$ cat config.mk
export PLATFORM = sky130hd
export DESIGN_NAME = block_rms_level_per_frame_flat
export DESIGN_NICKNAME = d
export VERILOG_FILES = /design/src/rtl/core/rmslvl_pkg.sv /design/src/rtl/core/rmslvl_in_if.sv /design/src/rtl/core/rmslvl_out_if.sv /design/src/rtl/core/rmslvl_apb_regs.sv /design/src/rtl/core/block_rms_level_per_frame.sv /design/src/flat_wrapper.sv
export SDC_FILE = /design/constraint.sdc
export NUM_CORES = 2
export LEC_CHECK = 0
export ABC_CLOCK_PERIOD_IN_PS = 23300
export BUFFER_PORTS_ARGS = -buffer_cell sky130_fd_sc_hd__buf_2
export CELL_PAD_IN_SITES_DETAIL_PLACEMENT = 2
export CELL_PAD_IN_SITES_GLOBAL_PLACEMENT = 2
export CORE_ASPECT_RATIO = 1.2
export CORE_MARGIN = 5
export CORE_UTILIZATION = 43
export DETAILED_ROUTE_END_ITERATION = 16
export PLACE_DENSITY = 0.95
export SYNTH_ARGS = -nofsm -noshare
export SYNTH_HDL_FRONTEND = slang
export SYNTH_SLANG_ARGS = --single-unit
$ cat constraint.sdc
create_clock -name i_clk -period 23.3 [get_ports i_clk]
set_input_delay 3.495 -clock i_clk [delete_from_list [all_inputs] [get_ports i_clk]]
set_output_delay 3.495 -clock i_clk [all_outputs]
set_load 0.02 [all_outputs]
$ cat src/rtl/core/rmslvl_pkg.sv
// ============================================================================
// rmslvl_pkg
// Shared types and constants of the block RMS level meter: field widths,
// register map, sequencer states and the configuration bundle.
// ============================================================================
`default_nettype none

package rmslvl_pkg;

    localparam int SAMPLE_W = 16;
    localparam int TS_W     = 48;
    localparam int SCALE_W  = 40;
    localparam int FRAME_W  = 24;
    localparam int LEVEL_W  = 16;

    localparam int ADDR_W   = 4;
    localparam int DATA_W   = 64;

    localparam int MUL_A_W  = 24;
    localparam int MUL_B_W  = 20;
    localparam int MUL_P_W  = MUL_A_W + MUL_B_W;
    localparam int ACC_W    = TS_W + SCALE_W;
    localparam int FRAC_W   = 32;
    localparam int IDX_W    = ACC_W - FRAC_W;
    localparam int ROOT_W   = 32;
    localparam int SQRT_ITERS = ROOT_W / 2;

    localparam logic [LEVEL_W-1:0] LEVEL_MAX = 16'h8000;

    localparam logic REG_FRAME_SCALE = 1'b0;
    localparam logic REG_FRAME_COUNT = 1'b1;

    typedef enum logic [2:0] {
        ST_IDLE,
        ST_SQ_MUL,
        ST_SQ_ADD,
        ST_DIV,
        ST_SQRT,
        ST_MUL_ISSUE,
        ST_MUL_ACC,
        ST_DECIDE
    } t_state;

    typedef struct packed {
        logic [SCALE_W-1:0] frame_scale;
        logic [FRAME_W-1:0] frame_count;
    } t_cfg;

endpackage

`default_nettype wire

$ cat src/rtl/core/rmslvl_in_if.sv
// ============================================================================
// rmslvl_in_if
// Sample channel: valid/ready handshake with one audio sample per transfer.
// ============================================================================
`default_nettype none

interface rmslvl_in_if;
    import rmslvl_pkg::*;

    logic                       valid;
    logic                       ready;
    logic signed [SAMPLE_W-1:0] sample;
    logic signed [TS_W-1:0]     block_timestamp;
    logic                       last_in_block;

    modport source (
        output valid, sample, block_timestamp, last_in_block,
        input  ready
    );

    modport sink (
        input  valid, sample, block_timestamp, last_in_block,
        output ready
    );

endinterface

`default_nettype wire

$ cat src/rtl/core/rmslvl_out_if.sv
// ============================================================================
// rmslvl_out_if
// Level channel: valid/ready handshake with one frame level per transfer.
// ============================================================================
`default_nettype none

interface rmslvl_out_if;
    import rmslvl_pkg::*;

    logic               valid;
    logic               ready;
    logic [FRAME_W-1:0] video_frame;
    logic [LEVEL_W-1:0] level;
    logic               new_frame;

    modport source (
        output valid, video_frame, level, new_frame,
        input  ready
    );

    modport sink (
        input  valid, video_frame, level, new_frame,
        output ready
    );

endinterface

`default_nettype wire

$ cat src/rtl/core/rmslvl_apb_regs.sv
// ============================================================================
// rmslvl_apb_regs
// APB register file holding the frame scale and the frame count.
// ============================================================================
`default_nettype none

module rmslvl_apb_regs (
    input  wire logic                         i_clk,
    input  wire logic                         i_rst_n,
    input  wire logic                         psel,
    input  wire logic                         penable,
    input  wire logic                         pwrite,
    input  wire logic [rmslvl_pkg::ADDR_W-1:0] paddr,
    input  wire logic [rmslvl_pkg::DATA_W-1:0] pwdata,
    output      logic [rmslvl_pkg::DATA_W-1:0] prdata,
    output      logic                         pready,
    output      rmslvl_pkg::t_cfg             o_cfg
);
    import rmslvl_pkg::*;

    logic               reg_sel;
    logic [SCALE_W-1:0] r_scale;
    logic [FRAME_W-1:0] r_count;
    logic               wr_en;

    assign pready  = 1'b1;
    assign wr_en   = psel && penable && pwrite && pready;
    assign reg_sel = paddr[ADDR_W-1];

    always_ff @(posedge i_clk) begin
        if (!i_rst_n) begin
            r_scale <= '0;
            r_count <= '0;
        end else if (wr_en) begin
            unique case (reg_sel)
                REG_FRAME_SCALE: r_scale <= pwdata[SCALE_W-1:0];
                REG_FRAME_COUNT: r_count <= pwdata[FRAME_W-1:0];
                default: ;
            endcase
        end
    end

    always_comb begin
        unique case (reg_sel)
            REG_FRAME_SCALE: prdata = {{(DATA_W-SCALE_W){1'b0}}, r_scale};
            REG_FRAME_COUNT: prdata = {{(DATA_W-FRAME_W){1'b0}}, r_count};
            default:         prdata = '0;
        endcase
    end

    assign o_cfg.frame_scale = r_scale;
    assign o_cfg.frame_count = r_count;

endmodule

`default_nettype wire

$ cat src/rtl/core/block_rms_level_per_frame.sv
// ============================================================================
// block_rms_level_per_frame
// Block RMS level meter with per-video-frame peak hold.
//
// Samples arrive on i_in, one per transfer; last_in_block closes a block.
// Each sample takes three steps (accept, square on the shared multiplier,
// accumulate); ready is low from a transfer until the sample is summed.
// On the last sample a sequencer then runs, on one shared datapath:
//   restoring division of the square sum by the sample count,
//   clog2(MAX_BLOCK_SAMPLES+1)+31 quotient bits (45 at the default),
//   a digit-by-digit square root to 16 result bits,
//   four 24x20 partial products for timestamp times frame scale,
//   a last step to range-check the frame index and update the held level.
// Ready returns when the sequence ends. A result goes to an output register
// on o_out; a new sample is taken while it waits, but a following block end
// holds in its last step until the receiver takes the pending result.
// Frame scale (byte address 0) and frame count (byte address 8) are written
// over the APB port, 64-bit data; the user is to write them only while the
// block is idle, which the block itself does not enforce.
// Reset clears the sums, the held level, the previous frame and both
// registers, and drops any pending result.
// ============================================================================
`default_nettype none

module block_rms_level_per_frame #(
    parameter int MAX_BLOCK_SAMPLES = 8192
) (
    input  wire logic                          i_clk,
    input  wire logic                          i_rst_n,
    input  wire logic                          psel,
    input  wire logic                          penable,
    input  wire logic                          pwrite,
    input  wire logic [rmslvl_pkg::ADDR_W-1:0] paddr,
    input  wire logic [rmslvl_pkg::DATA_W-1:0] pwdata,
    output      logic [rmslvl_pkg::DATA_W-1:0] prdata,
    output      logic                          pready,
    rmslvl_in_if.sink                          i_in,
    rmslvl_out_if.source                       o_out
);
    import rmslvl_pkg::*;

    localparam int CNT_W = $clog2(MAX_BLOCK_SAMPLES + 1);
    localparam int SUM_W = CNT_W + 31;
    localparam int IT_W  = $clog2(SUM_W);
    localparam logic [CNT_W-1:0] CNT_MAX  = CNT_W'(MAX_BLOCK_SAMPLES);
    localparam logic [IT_W-1:0]  DIV_LAST = IT_W'(SUM_W - 1);
    localparam logic [IT_W-1:0]  SQ_LAST  = IT_W'(SQRT_ITERS - 1);
    localparam logic [IT_W-1:0]  MUL_LAST = IT_W'(3);

    t_cfg cfg;

    t_state r_state, n_state;

    logic [SAMPLE_W-1:0] r_abs, n_abs;
    logic                r_last, n_last;
    logic                r_neg, n_neg;
    logic [TS_W-1:0]     r_mag, n_mag;
    logic [MUL_P_W-1:0]  r_prod, n_prod;
    logic [SUM_W-1:0]    r_sum, n_sum;
    logic [CNT_W-1:0]    r_cnt, n_cnt;
    logic [SUM_W-1:0]    r_div, n_div;
    logic [CNT_W-1:0]    r_rem, n_rem;
    logic [IT_W-1:0]     r_iter, n_iter;
    logic [ROOT_W-1:0]   r_val, n_val;
    logic [ROOT_W-1:0]   r_root, n_root;
    logic [ROOT_W-1:0]   r_bit, n_bit;
    logic [ACC_W-1:0]    r_acc, n_acc;
    logic [LEVEL_W-1:0]  r_level, n_level;
    logic                r_prev_valid, n_prev_valid;
    logic [FRAME_W-1:0]  r_prev, n_prev;
    logic [LEVEL_W-1:0]  r_held, n_held;
    logic                r_out_valid, n_out_valid;
    logic [FRAME_W-1:0]  r_out_frame, n_out_frame;
    logic [LEVEL_W-1:0]  r_out_level, n_out_level;
    logic                r_out_new, n_out_new;

    logic [MUL_A_W-1:0]  mul_a;
    logic [MUL_B_W-1:0]  mul_b;
    logic [MUL_P_W-1:0]  mul_p;
    logic [SUM_W-1:0]    sum_add;
    logic [CNT_W:0]      rem_sh;
    logic                div_ge;
    logic [CNT_W:0]      rem_sub;
    logic [SUM_W-1:0]    div_shift;
    logic [ROOT_W-1:0]   sq_trial;
    logic                sq_ge;
    logic [ROOT_W-1:0]   root_next;
    logic [ACC_W-1:0]    pp_shifted;
    logic [IDX_W-1:0]    idx;
    logic                in_range;
    logic                fresh;
    logic                out_free;
    logic [LEVEL_W-1:0]  held_next;

    rmslvl_apb_regs u_regs (
        .i_clk   (i_clk),
        .i_rst_n (i_rst_n),
        .psel    (psel),
        .penable (penable),
        .pwrite  (pwrite),
        .paddr   (paddr),
        .pwdata  (pwdata),
        .prdata  (prdata),
        .pready  (pready),
        .o_cfg   (cfg)
    );

    // shared multiplier operand select
    always_comb begin
        if (r_state == ST_SQ_MUL) begin
            mul_a = {{(MUL_A_W-SAMPLE_W){1'b0}}, r_abs};
            mul_b = {{(MUL_B_W-SAMPLE_W){1'b0}}, r_abs};
        end else begin
            mul_a = r_iter[1] ? r_mag[TS_W-1:MUL_A_W] : r_mag[MUL_A_W-1:0];
            mul_b = r_iter[0] ? cfg.frame_scale[SCALE_W-1:MUL_B_W]
                              : cfg.frame_scale[MUL_B_W-1:0];
        end
    end

    assign mul_p = MUL_P_W'(mul_a) * MUL_P_W'(mul_b);

    assign sum_add   = r_sum + SUM_W'(r_prod);
    assign rem_sh    = {r_rem, r_div[SUM_W-1]};
    assign div_ge    = rem_sh >= {1'b0, r_cnt};
    assign rem_sub   = div_ge ? (rem_sh - {1'b0, r_cnt}) : rem_sh;
    assign div_shift = {r_div[SUM_W-2:0], div_ge};

    assign sq_trial  = r_root + r_bit;
    assign sq_ge     = r_val >= sq_trial;
    assign root_next = sq_ge ? ((r_root >> 1) + r_bit) : (r_root >> 1);

    always_comb begin
        case (r_iter[1:0])
            2'd0:    pp_shifted = ACC_W'(r_prod);
            2'd1:    pp_shifted = ACC_W'(r_prod) << MUL_B_W;
            2'd2:    pp_shifted = ACC_W'(r_prod) << MUL_A_W;
            default: pp_shifted = ACC_W'(r_prod) << (MUL_A_W + MUL_B_W);
        endcase
    end

    assign idx       = r_acc[ACC_W-1:FRAC_W];
    assign in_range  = !(r_neg && (idx != '0))
                       && (idx < {{(IDX_W-FRAME_W){1'b0}}, cfg.frame_count});
    assign fresh     = !r_prev_valid || (r_prev != idx[FRAME_W-1:0]);
    assign held_next = fresh ? r_level : ((r_level > r_held) ? r_level : r_held);
    assign out_free  = !r_out_valid || o_out.ready;

    always_comb begin
        n_state      = r_state;
        n_abs        = r_abs;
        n_last       = r_last;
        n_neg        = r_neg;
        n_mag        = r_mag;
        n_prod       = r_prod;
        n_sum        = r_sum;
        n_cnt        = r_cnt;
        n_div        = r_div;
        n_rem        = r_rem;
        n_iter       = r_iter;
        n_val        = r_val;
        n_root       = r_root;
        n_bit        = r_bit;
        n_acc        = r_acc;
        n_level      = r_level;
        n_prev_valid = r_prev_valid;
        n_prev       = r_prev;
        n_held       = r_held;
        n_out_valid  = r_out_valid && !o_out.ready;
        n_out_frame  = r_out_frame;
        n_out_level  = r_out_level;
        n_out_new    = r_out_new;

        unique case (r_state)
            ST_IDLE: begin
                if (i_in.valid) begin
                    n_abs   = i_in.sample[SAMPLE_W-1] ? SAMPLE_W'(-i_in.sample)
                                                      : SAMPLE_W'(i_in.sample);
                    n_last  = i_in.last_in_block;
                    n_neg   = i_in.block_timestamp[TS_W-1];
                    n_mag   = i_in.block_timestamp[TS_W-1]
                              ? TS_W'(-i_in.block_timestamp)
                              : TS_W'(i_in.block_timestamp);
                    n_state = ST_SQ_MUL;
                end
            end
            ST_SQ_MUL: begin
                n_prod  = mul_p;
                n_state = ST_SQ_ADD;
            end
            ST_SQ_ADD: begin
                if (r_cnt < CNT_MAX) begin
                    n_sum = sum_add;
                    n_cnt = r_cnt + 1'b1;
                end
                if (r_last) begin
                    n_div   = (r_cnt < CNT_MAX) ? sum_add : r_sum;
                    n_sum   = '0;
                    n_rem   = '0;
                    n_iter  = DIV_LAST;
                    n_state = ST_DIV;
                end else begin
                    n_state = ST_IDLE;
                end
            end
            ST_DIV: begin
                n_rem  = rem_sub[CNT_W-1:0];
                n_div  = div_shift;
                n_iter = r_iter - 1'b1;
                if (r_iter == '0) begin
                    n_val   = div_shift[ROOT_W-1:0];
                    n_cnt   = '0;
                    n_root  = '0;
                    n_bit   = ROOT_W'(1) << (ROOT_W - 2);
                    n_iter  = SQ_LAST;
                    n_state = ST_SQRT;
                end
            end
            ST_SQRT: begin
                if (sq_ge) begin
                    n_val = r_val - sq_trial;
                end
                n_root = root_next;
                n_bit  = r_bit >> 2;
                n_iter = r_iter - 1'b1;
                if (r_iter == '0) begin
                    n_level = root_next[LEVEL_W-1:0];
                    n_acc   = '0;
                    n_iter  = MUL_LAST;
                    n_state = ST_MUL_ISSUE;
                end
            end
            ST_MUL_ISSUE: begin
                n_prod  = mul_p;
                n_state = ST_MUL_ACC;
            end
            ST_MUL_ACC: begin
                n_acc = r_acc + pp_shifted;
                if (r_iter == '0) begin
                    n_state = ST_DECIDE;
                end else begin
                    n_iter  = r_iter - 1'b1;
                    n_state = ST_MUL_ISSUE;
                end
            end
            ST_DECIDE: begin
                if (!in_range) begin
                    n_state = ST_IDLE;
                end else if (out_free) begin
                    n_prev_valid = 1'b1;
                    n_prev       = idx[FRAME_W-1:0];
                    n_held       = held_next;
                    n_out_valid  = 1'b1;
                    n_out_frame  = idx[FRAME_W-1:0];
                    n_out_level  = held_next;
                    n_out_new    = fresh;
                    n_state      = ST_IDLE;
                end
            end
            default: n_state = ST_IDLE;
        endcase
    end

    always_ff @(posedge i_clk) begin
        if (!i_rst_n) begin
            r_state <= ST_IDLE;
        end else begin
            r_state <= n_state;
        end
    end

    always_ff @(posedge i_clk) begin
        if (!i_rst_n) begin
            r_sum        <= '0;
            r_cnt        <= '0;
            r_prev_valid <= 1'b0;
            r_held       <= '0;
            r_out_valid  <= 1'b0;
        end else begin
            r_sum        <= n_sum;
            r_cnt        <= n_cnt;
            r_prev_valid <= n_prev_valid;
            r_held       <= n_held;
            r_out_valid  <= n_out_valid;
        end
    end

    always_ff @(posedge i_clk) begin
        r_abs       <= n_abs;
        r_last      <= n_last;
        r_neg       <= n_neg;
        r_mag       <= n_mag;
        r_prod      <= n_prod;
        r_div       <= n_div;
        r_rem       <= n_rem;
        r_iter      <= n_iter;
        r_val       <= n_val;
        r_root      <= n_root;
        r_bit       <= n_bit;
        r_acc       <= n_acc;
        r_level     <= n_level;
        r_prev      <= n_prev;
        r_out_frame <= n_out_frame;
        r_out_level <= n_out_level;
        r_out_new   <= n_out_new;
    end

    assign i_in.ready        = (r_state == ST_IDLE);
    assign o_out.valid       = r_out_valid;
    assign o_out.video_frame = r_out_frame;
    assign o_out.level       = r_out_level;
    assign o_out.new_frame   = r_out_new;

endmodule

`default_nettype wire

$ cat src/flat_wrapper.sv
// flat-port wrapper written by rule: the top's interface ports become plain ports
module block_rms_level_per_frame_flat import rmslvl_pkg::*;
#(
    parameter int MAX_BLOCK_SAMPLES = 8192
)
  (i_clk, i_rst_n, psel, penable, pwrite, paddr, pwdata, prdata, pready, i_in_valid, i_in_sample, i_in_block_timestamp, i_in_last_in_block, i_in_ready, o_out_valid, o_out_video_frame, o_out_level, o_out_new_frame, o_out_ready);
  rmslvl_in_if i_in_i ();
  rmslvl_out_if o_out_i ();
  input  wire logic i_clk;
  input  wire logic i_rst_n;
  input  wire logic psel;
  input  wire logic penable;
  input  wire logic pwrite;
  input  wire logic [rmslvl_pkg::ADDR_W-1:0] paddr;
  input  wire logic [rmslvl_pkg::DATA_W-1:0] pwdata;
  output      logic [rmslvl_pkg::DATA_W-1:0] prdata;
  output      logic pready;
  input wire logic [$bits(i_in_i.valid)-1:0] i_in_valid;
  input wire logic [$bits(i_in_i.sample)-1:0] i_in_sample;
  input wire logic [$bits(i_in_i.block_timestamp)-1:0] i_in_block_timestamp;
  input wire logic [$bits(i_in_i.last_in_block)-1:0] i_in_last_in_block;
  output wire logic [$bits(i_in_i.ready)-1:0] i_in_ready;
  output wire logic [$bits(o_out_i.valid)-1:0] o_out_valid;
  output wire logic [$bits(o_out_i.video_frame)-1:0] o_out_video_frame;
  output wire logic [$bits(o_out_i.level)-1:0] o_out_level;
  output wire logic [$bits(o_out_i.new_frame)-1:0] o_out_new_frame;
  input wire logic [$bits(o_out_i.ready)-1:0] o_out_ready;
  assign i_in_i.valid = i_in_valid;
  assign i_in_i.sample = i_in_sample;
  assign i_in_i.block_timestamp = i_in_block_timestamp;
  assign i_in_i.last_in_block = i_in_last_in_block;
  assign i_in_ready = i_in_i.ready;
  assign o_out_valid = o_out_i.valid;
  assign o_out_video_frame = o_out_i.video_frame;
  assign o_out_level = o_out_i.level;
  assign o_out_new_frame = o_out_i.new_frame;
  assign o_out_i.ready = o_out_ready;
  block_rms_level_per_frame #(.MAX_BLOCK_SAMPLES(MAX_BLOCK_SAMPLES)) u_core (.i_clk(i_clk), .i_rst_n(i_rst_n), .psel(psel), .penable(penable), .pwrite(pwrite), .paddr(paddr), .pwdata(pwdata), .prdata(prdata), .pready(pready), .i_in(i_in_i), .o_out(o_out_i));
endmodule
# --- After elaboration in Yosys (flattened, before gate mapping) ---
# Cells that the tools add are included.
op_classes:
  n_addsub: 10
  n_reduce_logical: 32
  n_eq_ne: 18
  n_mux: 46
  bitwise_logic: 1
  multipliers: 1
  n_lt_le_gt_ge: 5
op_table:
  columns: ["cell", "n"]
  rows:
  - ["88-bit case mux with 3 select lines", 1]
  - ["32-bit case mux with 2 select lines", 3]
  - ["88-bit case mux with 2 select lines", 1]
  - ["32-bit 2-to-1 mux", 5]
  - ["45-bit 2-to-1 mux", 3]
  - ["64-bit case mux with 2 select lines", 1]
  - ["45-bit case mux with 2 select lines", 1]
  - ["88-bit adder", 1]
  - ["88-bit 2-to-1 mux", 1]
  - ["56-bit by 24-bit less-than comparator with 1-bit output", 1]
  - ["14-bit 2-to-1 mux", 4]
  - ["14-bit case mux with 2 select lines", 2]
  - ["56-bit nonzero test", 1]
  - ["24-bit 2-to-1 mux", 2]
  - ["48-bit negation", 1]
  - ["47-bit 2-to-1 mux", 1]
  - ["45-bit by 44-bit adder with 45-bit output", 1]
  - ["24-bit by 20-bit multiplier with 44-bit output", 1]
  - ["20-bit 2-to-1 mux", 2]
  - ["31-bit by 32-bit adder with 32-bit output", 1]
  - ["32-bit adder", 1]
  - ["32-bit greater-or-equal comparator", 1]
  - ["16-bit 2-to-1 mux", 2]
  - ["32-bit subtractor", 1]
  - ["36 further kinds", 74]
word_totals:
  ff_bits: 560
  inputBits: 140

# --- Longest topological paths before layout ---
depth:
  word_depth: 6
  mapped_depth: 35
  mapped_depth_nobuf: 30

# --- Hierarchy ---
# Synthesis repeated with hierarchy kept, for this count alone.
hier_totals:
  hier_cells: 5792
  area_unflattened_um2: 52502.9
by_module_without_submodules:
  columns: ["mod", "area_each_um2", "n_inst", "cells_per_inst", "seq_area_each_um2"]
  rows:
  - ["block_rms_level_per_frame", 49439.9, 1, 5467, 13613.1]
  - ["rmslvl_apb_regs", 3062.9, 1, 325, 1281.2]

# --- Worst setup path after synthesis ---
# Ideal clock, no wire load.
synth_timing:
  kind: "reg2reg"
  from: "reg u_core.r_state[1]"
  to: "reg u_core.r_prod[42] (data pin)"
  arrival_time_ns: 9.881
  setup_time_ns: 0.269
  synth_period_minus_slack_ns: 10.150
  required_ns: 23.031
  path_slack_ns: 13.150
  path_stages_with_launch: 31
  path_buffers: 4
  path_cell_list: "dfxtp_1 clkbuf_1 nor2b_1 nand2b_1 clkbuf_1 clkbuf_1 nor2_1 a21o_1 buf_1 nor2_1 fa_1 fa_1 inv_1 fa_1 inv_1 fa_1 ha_1 fa_1 inv_1 fa_1 inv_1 ha_1 a211o_1 a2111oi_0 nor2_1 a311oi_1 o31ai_1 a31o_2 a21boi_0 o31ai_1 xor2_1"
synth_via:
  elab_chain_len: 3
  word_cells_on_any_way: 4
  cone_classes: "1 x mul; 1 x eq/ne; 2 x mux"
synth_rtl:
  columns: ["element", "line", "rtl"]
  rows:
  - ["start, declared", "block_rms_level_per_frame.sv:52", "t_state r_state, n_state;"]
  - ["start signal, assigned", "block_rms_level_per_frame.sv:267", "r_state <= n_state;"]
  - ["3-bit by 1-bit == test with 1-bit output (*)", "block_rms_level_per_frame.sv:110", "if (r_state == ST_SQ_MUL) begin"]
  - ["24-bit 2-to-1 mux or 20-bit 2-to-1 mux (tied branches)", "block_rms_level_per_frame.sv:110", null]
  - ["24-bit by 20-bit multiplier with 44-bit output (*)", "block_rms_level_per_frame.sv:120", "assign mul_p = MUL_P_W'(mul_a) * MUL_P_W'(mul_b);"]
  - ["net u_core.mul_p[42]", "block_rms_level_per_frame.sv:79", "logic [MUL_P_W-1:0] mul_p;"]
  - ["end signal, assigned", "block_rms_level_per_frame.sv:292", "r_prod <= n_prod;"]
  - ["end, declared", "block_rms_level_per_frame.sv:58", "logic [MUL_P_W-1:0] r_prod, n_prod;"]
# Mark *: on every way through the listed nets, which the timed path passes. The rest lies on a longest branch.
# A chain may end at the register's enable or synchronous reset.

# --- Worst setup path after layout ---
# Ends and elaborated chain as after synthesis.

==> impl_metrics.toml <==
[run_status]
status = "complete, no violations"

[die]
start_util = 0.432
coreArea_mm2 = 0.121
die-area_mm2 = 0.129
ios = 248
rows = 140
fp.dieH_um = 392
die_width_um = 329

[setup_path]
arrival_ps = 13070
crit_slowest_cell = "a311oi_1"
critical_path.top_delay_family = "compound AO/OA/AOI/OAI gates"
cpMostUsedCell = "fa_1"
critPathBufInv = 4
cpPeakStageDelay_ps = 1240
worstSetupPathType = "reg -> reg"
critPathMaxFanout = 88
endpoint_kind = "register"
start_kind = "register"
critical_path_required_ps = 23760

[synthesis]
synth_top_area_cell = "edfxtp_1"
synth-edff-count = 400
synth_compound_gate_area_share = 0.154
yosysWarnings = 0
async_flop_share = 0
ys.flop_type = "edfxtp_1"
synth.ff_latch_count = 544
synth_area_leaders = "edfxtp_1 23%, fa_1 15%, ha_1 9.8%"
syn_avg_cell_area_um2 = 8.83
yosysSeqAreaShare = 0.284
synth_cells = 5936
yosysTopAreaCellShare = 0.229
netlist_area_mm2 = 0.0524
synth_top_family_by_area = "adder cells"
synthMuxAreaShare = 0.0249
synth-adder-area-share = 0.250
synth_xor_area_frac = 0.0580
synth_cell_types = 81
synth-simple-area-share = 0.167

[sta]
slew_violations = 0
layout_min_cycle_time_ps = 12600
worst-slew-pin-transition_ps = 1430
setup_viol = 0
max_clock_freq_ghz = 0.0793
rsz0062_at_grt = "false"
max_slew_margin = 0.0437
skew_ps = 45.5
finalHoldViolations = 0
finalSetupTns_ps = 0
finalCritPeriodShare = 0.541

[layout]
layout.cells.most_common = "nand2_1"
syn_to_final_growth_pct = 9.27
drive_above_1_share = 0.0799
fin_util = 0.472
fill_cells = 13000
seqCellArea_mm2 = 0.0149
multi_input_area_mm2 = 0.0345
mostFrequentLayoutCells = "775 x nand2_1, 643 x nor2_1, 556 x inv_1"
nNetsFinal = 6965

[detailed_routing]
drc = 0
drtIter0Drc = 6441
drt-total-wl_mm = 301
drtPass1Iterations = 8
route.detailed.vias_per_inst = 6.93
vias = 53600
ant_nets = 0
wl_per_cell_um = 38.9

[place]
gp_congestion = 1.03
dpl.hpwl_mm = 198
portBuffers = 195

[clock_network]
cts_tree = "built"
clockRootBuffer = "clkbuf_16"
post-cts-setup-buffer-count = 0
cts-hold-fix-buffers = 0
cts.path.max_buffers = 3
path_clk_slew_ps = 70
ctsResizeCount = 0
cts_buffers = 66
clk_latency_ps = 760
h-tree-depth = 3
clkSinkCount = 544

[global_route]
track_usage = 0.458
grt_pass1_wl_mm = 431
antenna_found_initial = 23
grt_pass1_vias = 60700
grt_max_degree = 93
grt_overflow = 0

[hold_path]
hold_class = "reg -> reg"

[flow_run]
drv_cap = 0
-- cells in the mapped netlist, types with 62 or more instances --
library cell	n
nand2_1	777
nor2_1	646
inv_1	557
ha_1	412
a21oi_1	408
edfxtp_1	400
fa_1	396
o21ai_0	288
clkbuf_1	234
xnor2_1	215
a21o_1	151
dfxtp_1	144
xor2_1	132
and2_1	78
nand4_1	75
mux2i_1	71
nand3_1	69
nor3_1	68
a31oi_1	62
-- routing by layer --
layer,vias to the layer above,part of all wire,GRT usage
met5,-,0.00068,0.0114
met4,16,0.13,0.456
met3,2160,0.11,0.177
met2,4307,0.45,0.735
met1,26600,0.31,0.443
li1,20500,-,-
-- cells by family after synthesis --
logic type | count (synthesis)
adder cells (fa/ha/maj) | 808
multiplexers | 124
buffers and inverters | 841
XOR/XNOR | 347
AO/OA/AOI/OAI | 1292
other | 2
AND/OR/NAND/NOR | 1978
flip-flops | 544
-- area by class of cell --
cell class / count / share of cell area
clock buffer: 84 / 0.0302
inverter: 559 / 0.0367
tap: 1633 / 0.0357
sequential: 544 / 0.260
antenna: 29 / 0.00127
timing repair buffer: 272 / 0.0271
clock inverter: 37 / 0.00712
multi-input combinational: 4574 / 0.602
-- sequential cells by signal, summed over array words and instances (netlist names), 3 cells and up --
name                   count
u_core.r_mag              48
u_core.r_abs              16
u_core.r_root             32
u_core.r_state             3
u_core.r_val              32
u_core.r_held             16
u_core.o_out.level        16
u_core.r_level            16
u_core.r_iter              6
u_core.r_cnt              14
u_core.u_regs.r_scale     40
u_core.r_div              45
u_core.r_bit              16
u_core.u_regs.r_count     24
u_core.r_prod             44
u_core.r_acc              88
u_core.r_sum              45
u_core.r_rem              14
u_core.r_prev             24
-- metrics by stage --
stage                     hold WS [ps]  setup slack [ps]  instance area [µm²]  std cells
final                              460             10700                57300       7732
after global routing               490             11120                57200       7718
after CTS                          465             11670                57200       7703
after detailed placement           456             12280                55100       7582
after global placement             443             13130                55100       7582
after floorplan                    435             13150                52500       5959
-- final timing paths --
path,from,to,slack [ps],cells past startpoint
setup / recovery,u_core.r_state[1],u_core.r_prod[42],10700,26
hold / removal,u_core.r_held[14],u_core.r_held[14],460,2
hold reg to reg,u_core.r_held[14],u_core.r_held[14],460,2
setup reg to reg,u_core.r_state[1],u_core.r_prod[42],10700,26
-- worst register-to-register path, stage by stage (launching register included) --
cell,delay (ps)
dfxtp_1,700
nor2b_4,110
nand2b_4,90
buf_4,820
nor2_1,590
a21oi_1,1180
nand2_1,370
fa_1,610
fa_1,560
inv_1,60
ha_1,250
fa_1,560
ha_1,410
fa_1,650
inv_1,90
fa_1,580
inv_1,90
ha_1,420
a211o_1,350
a2111oi_0,970
nor2_1,290
a311oi_1,1240
o31ai_1,260
a31o_2,380
a21boi_0,390
o31ai_1,160
xor2_1,160
Power is left out: the tool's default activity adds up to more than one toggle a clock period on the data nets, which glitch-free logic cannot reach.
